$ cat src/rtl/mie_pkg.sv
// Shared types and constants for the modular inverse block.
package mie_pkg;

    // Modulus loaded at reset, before the width of the register is applied.
    localparam logic [63:0] MODULUS_RESET = 64'd1000000007;

    typedef enum logic [2:0] {
        ST_IDLE,
        ST_CHECK,
        ST_DIV,
        ST_UPDATE,
        ST_DONE
    } mie_state_t;

endpackage

$ cat src/rtl/mie_div.sv
// Serial restoring divider that also forms quotient times a signed coefficient.
module mie_div #(
    parameter int WIDTH = 31
) (
    input  logic                    aclk,
    input  logic                    aresetn,
    input  logic                    start,
    input  logic [WIDTH-1:0]        dividend,
    input  logic [WIDTH-1:0]        divisor,
    input  logic signed [WIDTH+1:0] coef,
    output logic                    done,
    output logic [WIDTH-1:0]        rem,
    output logic signed [WIDTH+2:0] prod
);
    import mie_pkg::*;

    localparam int SW = WIDTH + 2;
    localparam int PW = WIDTH + 3;
    localparam int CW = $clog2(WIDTH + 1);

    logic                 busy_reg, busy_next;
    logic                 done_reg, done_next;
    logic [CW-1:0]        cnt_reg, cnt_next;
    logic [WIDTH-1:0]     rem_reg, rem_next;
    logic [WIDTH-1:0]     dvd_reg, dvd_next;
    logic signed [PW-1:0] acc_reg, acc_next;

    logic [WIDTH:0]       rem_sh;
    logic                 ge;
    logic signed [PW-1:0] coef_ext;

    assign rem_sh   = {rem_reg, dvd_reg[WIDTH-1]};
    assign ge       = (rem_sh >= {1'b0, divisor});
    assign coef_ext = {{(PW-SW){coef[SW-1]}}, coef};

    // One quotient bit per cycle, most significant first. The product is
    // built by Horner's rule alongside, so no multiplier is needed.
    always_comb begin
        busy_next = busy_reg;
        done_next = 1'b0;
        cnt_next  = cnt_reg;
        rem_next  = rem_reg;
        dvd_next  = dvd_reg;
        acc_next  = acc_reg;
        if (start) begin
            busy_next = 1'b1;
            cnt_next  = CW'(WIDTH);
            rem_next  = '0;
            dvd_next  = dividend;
            acc_next  = '0;
        end else if (busy_reg) begin
            rem_next = ge ? WIDTH'(rem_sh - {1'b0, divisor}) : rem_sh[WIDTH-1:0];
            dvd_next = {dvd_reg[WIDTH-2:0], 1'b0};
            acc_next = (acc_reg <<< 1) + (ge ? coef_ext : '0);
            cnt_next = cnt_reg - CW'(1);
            if (cnt_reg == CW'(1)) begin
                busy_next = 1'b0;
                done_next = 1'b1;
            end
        end
    end

    always_ff @(posedge aclk) begin
        if (!aresetn) begin
            busy_reg <= 1'b0;
            done_reg <= 1'b0;
            cnt_reg  <= '0;
        end else begin
            busy_reg <= busy_next;
            done_reg <= done_next;
            cnt_reg  <= cnt_next;
        end
    end

    always_ff @(posedge aclk) begin
        rem_reg <= rem_next;
        dvd_reg <= dvd_next;
        acc_reg <= acc_next;
    end

    assign done = done_reg;
    assign rem  = rem_reg;
    assign prod = acc_reg;

endmodule

$ cat src/rtl/modular_inverse_ext_euclid_top.sv
// Top level: modular inverse and gcd by the extended Euclidean algorithm.
//
//   Channel   Dir  Handshake                Payload
//   s_        in   s_tvalid / s_tready      s_tdata: value
//   m_        out  m_tvalid / m_tready      m_tdata: inverse, common_divisor
//   cfg_      in   cfg_valid / cfg_ready    cfg_data: modulus
//
// Each Euclid step runs on the shared serial divider, sequenced by the CHECK,
// DIV and UPDATE states; after the last step the result is loaded in DONE,
// and only then does the input become ready again.
// The input is taken only when the sequencer is idle; a finished result waits
// in the output register while the next request is already accepted.
// Reset is synchronous and active low and loads the modulus 1000000007.
module modular_inverse_ext_euclid_top #(
    parameter int WIDTH = 31
) (
    input  logic                              aclk,
    input  logic                              aresetn,
    input  logic                              s_tvalid,
    output logic                              s_tready,
    input  logic [((WIDTH+7)/8)*8-1:0]        s_tdata,   // value
    output logic                              m_tvalid,
    input  logic                              m_tready,
    output logic [((2*WIDTH+7)/8)*8-1:0]      m_tdata,   // inverse, common_divisor
    input  logic                              cfg_valid,
    output logic                              cfg_ready,
    input  logic [WIDTH-1:0]                  cfg_data   // modulus
);
    import mie_pkg::*;

    localparam int SW = WIDTH + 2;
    localparam int PW = WIDTH + 3;
    localparam int OW = ((2*WIDTH+7)/8)*8;

    mie_state_t state_reg, state_next;

    logic [WIDTH-1:0]     mod_reg;
    logic [WIDTH-1:0]     old_r_reg, old_r_next;
    logic [WIDTH-1:0]     r_reg, r_next;
    logic signed [SW-1:0] old_s_reg, old_s_next;
    logic signed [SW-1:0] s_reg, s_next;
    logic                 out_valid_reg, out_valid_next;
    logic [WIDTH-1:0]     inv_reg, inv_next;
    logic [WIDTH-1:0]     gcd_reg, gcd_next;

    logic                 in_ready;
    logic                 div_start;
    logic                 load_out;
    logic                 div_done;
    logic [WIDTH-1:0]     div_rem;
    logic signed [PW-1:0] div_prod;
    logic signed [SW-1:0] mod_ext;
    logic signed [SW-1:0] fixed_s;
    logic [WIDTH-1:0]     inv_val;

    mie_div #(
        .WIDTH(WIDTH)
    ) u_div (
        .aclk     (aclk),
        .aresetn  (aresetn),
        .start    (div_start),
        .dividend (old_r_reg),
        .divisor  (r_reg),
        .coef     (s_reg),
        .done     (div_done),
        .rem      (div_rem),
        .prod     (div_prod)
    );

    // The final coefficient lies within one modulus of zero, so one
    // conditional add or subtract brings it into range.
    assign mod_ext = {2'b00, mod_reg};
    always_comb begin
        if (old_s_reg < 0) begin
            fixed_s = old_s_reg + mod_ext;
        end else if (old_s_reg >= mod_ext) begin
            fixed_s = old_s_reg - mod_ext;
        end else begin
            fixed_s = old_s_reg;
        end
    end
    assign inv_val = (mod_reg == '0) ? '0 : fixed_s[WIDTH-1:0];

    always_comb begin
        state_next = state_reg;
        unique case (state_reg)
            ST_IDLE:   if (s_tvalid) state_next = ST_CHECK;
            ST_CHECK:  state_next = (r_reg == '0) ? ST_DONE : ST_DIV;
            ST_DIV:    if (div_done) state_next = ST_UPDATE;
            ST_UPDATE: state_next = ST_CHECK;
            ST_DONE:   if (!out_valid_reg || m_tready) state_next = ST_IDLE;
            default:   state_next = ST_IDLE;
        endcase
    end

    always_comb begin
        in_ready  = 1'b0;
        div_start = 1'b0;
        load_out  = 1'b0;
        unique case (state_reg)
            ST_IDLE:   in_ready = 1'b1;
            ST_CHECK:  div_start = (r_reg != '0);
            ST_DIV:    ;
            ST_UPDATE: ;
            ST_DONE:   load_out = !out_valid_reg || m_tready;
            default:   ;
        endcase
    end

    always_comb begin
        old_r_next = old_r_reg;
        r_next     = r_reg;
        old_s_next = old_s_reg;
        s_next     = s_reg;
        if (state_reg == ST_IDLE) begin
            old_r_next = s_tdata[WIDTH-1:0];
            r_next     = mod_reg;
            old_s_next = {{(SW-1){1'b0}}, 1'b1};
            s_next     = '0;
        end else if (state_reg == ST_UPDATE) begin
            old_r_next = r_reg;
            r_next     = div_rem;
            old_s_next = s_reg;
            s_next     = SW'({old_s_reg[SW-1], old_s_reg} - div_prod);
        end
    end

    always_comb begin
        out_valid_next = out_valid_reg;
        inv_next       = inv_reg;
        gcd_next       = gcd_reg;
        if (m_tready) begin
            out_valid_next = 1'b0;
        end
        if (load_out) begin
            out_valid_next = 1'b1;
            inv_next       = inv_val;
            gcd_next       = old_r_reg;
        end
    end

    always_ff @(posedge aclk) begin
        if (!aresetn) begin
            state_reg     <= ST_IDLE;
            out_valid_reg <= 1'b0;
            mod_reg       <= MODULUS_RESET[WIDTH-1:0];
        end else begin
            state_reg     <= state_next;
            out_valid_reg <= out_valid_next;
            if (cfg_valid) begin
                mod_reg <= cfg_data;
            end
        end
    end

    always_ff @(posedge aclk) begin
        old_r_reg <= old_r_next;
        r_reg     <= r_next;
        old_s_reg <= old_s_next;
        s_reg     <= s_next;
        inv_reg   <= inv_next;
        gcd_reg   <= gcd_next;
    end

    assign s_tready  = in_ready;
    assign cfg_ready = 1'b1;
    assign m_tvalid  = out_valid_reg;
    assign m_tdata   = OW'({gcd_reg, inv_reg});

endmodule
$ cat config.mk
export PLATFORM = sky130hd
export DESIGN_NAME = modular_inverse_ext_euclid_top
export DESIGN_NICKNAME = d
export VERILOG_FILES = /design/src/rtl/mie_pkg.sv /design/src/rtl/mie_div.sv /design/src/rtl/modular_inverse_ext_euclid_top.sv
export SDC_FILE = /design/constraint.sdc
export NUM_CORES = 1
export LEC_CHECK = 0
export BUFFER_PORTS_ARGS = -buffer_cell sky130_fd_sc_hd__clkbuf_2
export CAP_MARGIN = 20
export CORE_UTILIZATION = 30
export CTS_CLUSTER_SIZE = 14
export DETAILED_ROUTE_END_ITERATION = 8
export PLACE_DENSITY = 0.46
export SYNTH_ARGS = -nofsm -noshare
export SYNTH_HDL_FRONTEND = slang
export SYNTH_HIERARCHICAL = 1
export SYNTH_SLANG_ARGS = --single-unit
$ cat constraint.sdc
create_clock -name aclk -period 4.5 [get_ports aclk]
set_clock_uncertainty 0.05 [all_clocks]
set_input_delay 0 -clock aclk [delete_from_list [all_inputs] [get_ports aclk]]
set_output_delay 0 -clock aclk [all_outputs]
set_load 0.03 [all_outputs]
* After elaboration in Yosys (flattened, before gate mapping)
Cells that the tools add are included.
** Operators by class
- $add $sub $neg :: 6
- Multiply operators :: 0
- Divide/modulo/power cells :: 0
- Order comparisons :: 3
- Eq/ne operators :: 8
- Shift-type cells :: 0
- Mux-type cells :: 26
- Bitwise logic cells :: 2
- Reductions and logical operators :: 11
** Operator list (number)
- two-way mux 31 bit :: 9
- logical NOT 31 bit :: 2
- subtractor 31 bit :: 2
- adder 33 bit :: 1
- >= comparator 33 x 32 -> 1 bit :: 1
- < comparator 33 x 1 -> 1 bit, second input constant :: 1
- two-way mux 33 bit :: 1
- subtractor 33 bit :: 1
- >= comparator 32 x 31 -> 1 bit :: 1
- adder 31 bit :: 1
- nonzero test 31 bit :: 1
- one-hot mux 3 bit (5 select lines) :: 1
- two-way mux 3 bit :: 4
- two-way mux 5 bit :: 2
- two-way mux 1 bit :: 9
- == test 3 x 2 -> 1 bit, second input constant :: 2
- nonzero test 2 bit :: 3
- == test 5 x 1 -> 1 bit, second input constant :: 1
- subtractor 5 x 1 -> 5 bit, second input constant :: 1
- inequality test 2 bit, second input constant :: 2
- == test 3 x 1 -> 1 bit, second input constant :: 1
- == test 3 bit, second input constant :: 1
- logical NOT 3 bit :: 1
- AND reduction 3 bit :: 1
- other kinds (5) :: 6
** Storage, ports and cells
- Register bits :: 327
- Latch bits :: 0
- Memory bits (writable) :: 0
- Memory bits (read-only) :: 0
- Input bits :: 68
- Output and inout port bits :: 67
- Word-level logic and storage cells :: 71
- Memories :: 0

* Longest topological paths before layout
- Depth in word-level cells :: 4
- Depth in mapped cells :: 24
- Depth with buffers taken out :: 22

* Modules after synthesis
Netlist, hierarchy kept.
** Modules (own cells, without submodules)
- modular_inverse_ext_euclid_top :: instances 1, cells each 1516, area an instance 13767.0 um^2, sequential area each 5745.5 um^2
- mie_div :: instances 1, cells each 881, area an instance 7654.8 um^2, sequential area each 2372.3 um^2

* Worst setup path after synthesis
OpenSTA, ideal clock, no wires.
- Path kind :: register to register
- Start :: register r_reg[11]
- End :: register u_div.acc_reg[31] (netlist: u_div/prod[31])
- Setup time :: 0.137 ns
- Arrival :: 4.692 ns
- Required time :: 4.313 ns
- Slack :: -0.378 ns
- Cell stages (with the launch flop) :: 24
- Buffers on the path :: 2
- Clock period less this slack :: 4.878 ns
- Path through :: edfxtp_1 inv_1 ha_1 a21o_1 nand3_1 nand3_1 or3_1 o221a_2 nor3_4 buf_4 buf_2 nor2b_1 ha_1 fa_1 a211oi_2 o21ai_1 a2111oi_0 or2_1 a21oi_4 a31oi_4 o21ai_4 a31oi_1 xor2_1 a211oi_2
** Between the ends
- Word-level cells in the longest chain between the ends :: 3
** RTL lines
- start, declared :: line modular_inverse_ext_euclid_top.sv:39 : logic [WIDTH-1:0] r_reg, r_next;
- start signal, assigned :: line modular_inverse_ext_euclid_top.sv:158 : r_reg <= r_next;
- >= comparator 32 x 31 -> 1 bit :: line mie_div.sv:33 : assign ge = (rem_sh >= {1'b0, divisor});
- two-way mux 33 bit :: line mie_div.sv:54 : acc_next = (acc_reg <<< 1) + (ge ? coef_ext : '0);
- adder 33 bit :: line mie_div.sv:54
- end signal, assigned :: line mie_div.sv:78 : acc_reg <= acc_next;
- end, declared :: line mie_div.sv:26 : logic signed [PW-1:0] acc_reg, acc_next;
Parallel ways exist; a longest one is shown, timed or not.
A chain may end at the register's enable or synchronous reset.

* Final worst setup path
- Start :: register u_div.dvd_reg[30]
- End :: register u_div.acc_reg[27] (netlist: u_div/prod[27])
** Between the ends
- Word-level cells in the longest chain between the ends :: 3
** RTL lines
- start, declared :: line mie_div.sv:25 : logic [WIDTH-1:0] dvd_reg, dvd_next;
- start signal, assigned :: line mie_div.sv:77 : dvd_reg <= dvd_next;
- >= comparator 32 x 31 -> 1 bit :: line mie_div.sv:33
- two-way mux 33 bit :: line mie_div.sv:54
- adder 33 bit :: line mie_div.sv:54
Every way passes these cells.

==> impl_metrics.py <==
metrics = {
    "hold_path": {
        "hold_path_end": "mod_reg[0]",
        "worstHoldStart": "aresetn",
        "hold_path_depth": 2,
        "hold_class": "in -> reg",
    },
    "setup_path": {
        "crit_fanout": 8,
        "criticalPathCategory": "reg -> reg",
        "r2r_slack_ps": -210,
        "worstReg2RegEnd": "u_div/prod[27]",
        "worstRegToRegCells": 26,
        "timing.rr.start": "u_div/dvd_reg[30]",
        "end_kind": "register",
        "critPathLaunchType": "register",
        "cp.arrival_ps": 5080,
        "worstPathRequired_ps": 4880,
    },
    "finish": {
        "final_cell_mix": "nand2_1 (271), buf_4 (256), dfxtp_1 (171)",
        "utilization": 0.3877,
        "drive_gt1_frac": 0.2198,
        "area.growth.synth_to_final_pct": 27.64,
        "fin_cells": 3744,
        "final_common_cell": "nand2_1",
        "fin_nets": 3003,
    },
    "floorplan": {
        "core-area_sq_um": 70270,
        "pin_count": 135,
        "die_w_microns": 268.7,
        "dieArea_sq_um": 72210,
        "die_y_microns": 268.7,
        "initial_core_util": 0.3037,
        "rows": 97,
    },
    "timing": {
        "finalWorstSetupSlack_ps": -208.0,
        "grt_setup_unrepaired": "yes",
        "finalSetupTns_ps": -925.9,
        "finalHoldViolations": 0,
        "worstMarginPinSlew_ps": 1026,
        "finalSetupViolCount": 9,
        "slew_headroom": 0.3161,
        "min_period_over_period": 1.046,
        "period_needed_ps": 4708,
        "slew_viol_final": 0,
        "fmax_ghz": 0.2124,
    },
    "placement": {
        "dp_slack_ps": -457.7,
        "hpwl_microns": 57450,
        "globalplace.congestion": 0.9216,
        "post-place-cells": 3590,
        "io_buffers": 130,
    },
    "clock_tree": {
        "cts_tree": "done",
        "root_buffer": "clkbuf_16",
        "clockBufferDepth": 3,
        "numCtsBuffers": 40,
        "h-tree-depth": 2,
        "clk_pin_slew_ps": 60,
        "insertion_delay_ps": 570,
        "cts_sinks": 327,
    },
    "drt": {
        "via_per_inst": 5.138,
        "drcViolationCount": 0,
        "first_pass_iters": 5,
        "postRouteAntennaNets": 0,
        "postRouteWirelength_microns": 75530,
        "drt_iter0_markers": 989,
        "vias": 19237,
        "wl_per_cell_microns": 20.17,
    },
    "pwr": {
        "irDropWorstVdd_uv": 252.8,
        "p_leak_uw": 0.01161,
        "pwr_density_cell_nw_per_um2": 454.0,
    },
    "global_route": {
        "antenna_found_initial": 5,
        "grt_max_degree": 94,
        "grt_pass1_wl_microns": 115300,
        "grt_pass1_vias": 19427,
        "grt_usage": 0.2081,
        "overflow": 0,
    },
    "logic_synthesis": {
        "synth.cell_area_sq_um": 21340,
        "syn_area_per_cell_sq_um": 8.937,
        "syn_inst": 2388,
        "yosys_warnings": 6,
    },
    "run_status": {
        "violations": "setup timing",
        "status": "finished with violations",
    },
    "flow_run": {
        "maxCapViolations": 0,
    },
}
## timing repair
action,in CTS,in global routing
setup buffers,11,6
hold buffers,64,1
endpoints found under the hold margin,65,2
setup endpoints to repair,23,23
pin swaps,20,30
resized for setup,34,48
## report_power, final
part	leakage (uW)	internal, uW	switching, uW	total, uW
combinational	0.00801	2320	2740	5060
sequential	0.00291	3610	277	3890
clock	0.000691	2040	1370	3410
total	0.0116	7970	4390	12400
## routing by layer
metal	GRT usage	routed length (microns)	vias up
met5	0	0	-
met4	0.07617	2665	0
met3	0.02347	3030	117
met2	0.3562	36100	445
met1	0.2685	33730	9302
li1	-	-	9373
## worst max path at each step
stage          slack, ps  depth (start not counted)             end         startpoint
2_1_floorplan        -70                         24  u_div/prod[31]  u_div/dvd_reg[30]
4_1_cts             -240                         23  u_div/prod[31]  u_div/dvd_reg[30]
3_3_place_gp        -390                         22  u_div/prod[19]          r_reg[13]
5_1_grt             -390                         26  u_div/prod[27]  u_div/dvd_reg[30]
3_5_place_dp        -460                         23  u_div/prod[31]  u_div/dvd_reg[30]
6_report            -210                         26  u_div/prod[27]  u_div/dvd_reg[30]
## critical path, cell delays in order, from the launching register on
cell	delay (ps)
edfxtp_1	410
inv_2	90
ha_4	130
fa_2	230
nor2b_4	50
o211ai_2	210
a31oi_2	130
o31a_1	320
o221a_4	250
nor3_4	200
buf_12	150
buf_8	120
nor2b_1	50
ha_1	310
buf_4	120
a21oi_1	60
nor2_1	180
buf_4	140
o311ai_1	70
or2_4	290
a21oi_4	210
a31oi_4	120
buf_4	150
buf_4	140
o31ai_4	170
xnor2_1	140
o21ai_1	70
## final cells by class
class	instances	area, sq um
well taps	940	1176
multi-input cells	1788	12570
fillers	7197	43030
inverters	151	566.8
repair buffers	464	3437
clock inverters	19	230.2
diodes	1	2.502
flip-flops and latches	327	8099
clock buffers	54	1155
## metrics by stage
stage	hold slack [ps]	power, uW	instance area, sq um
after detailed placement	189.3	8788	24720
after global placement	184.9	8758	24690
final	78.72	12370	27240
after CTS	83.09	12430	26970
after global routing	125.1	13170	27240
after floorplan	78.88	7017	21430
Note: power is estimated with default switching activity, not from simulation.
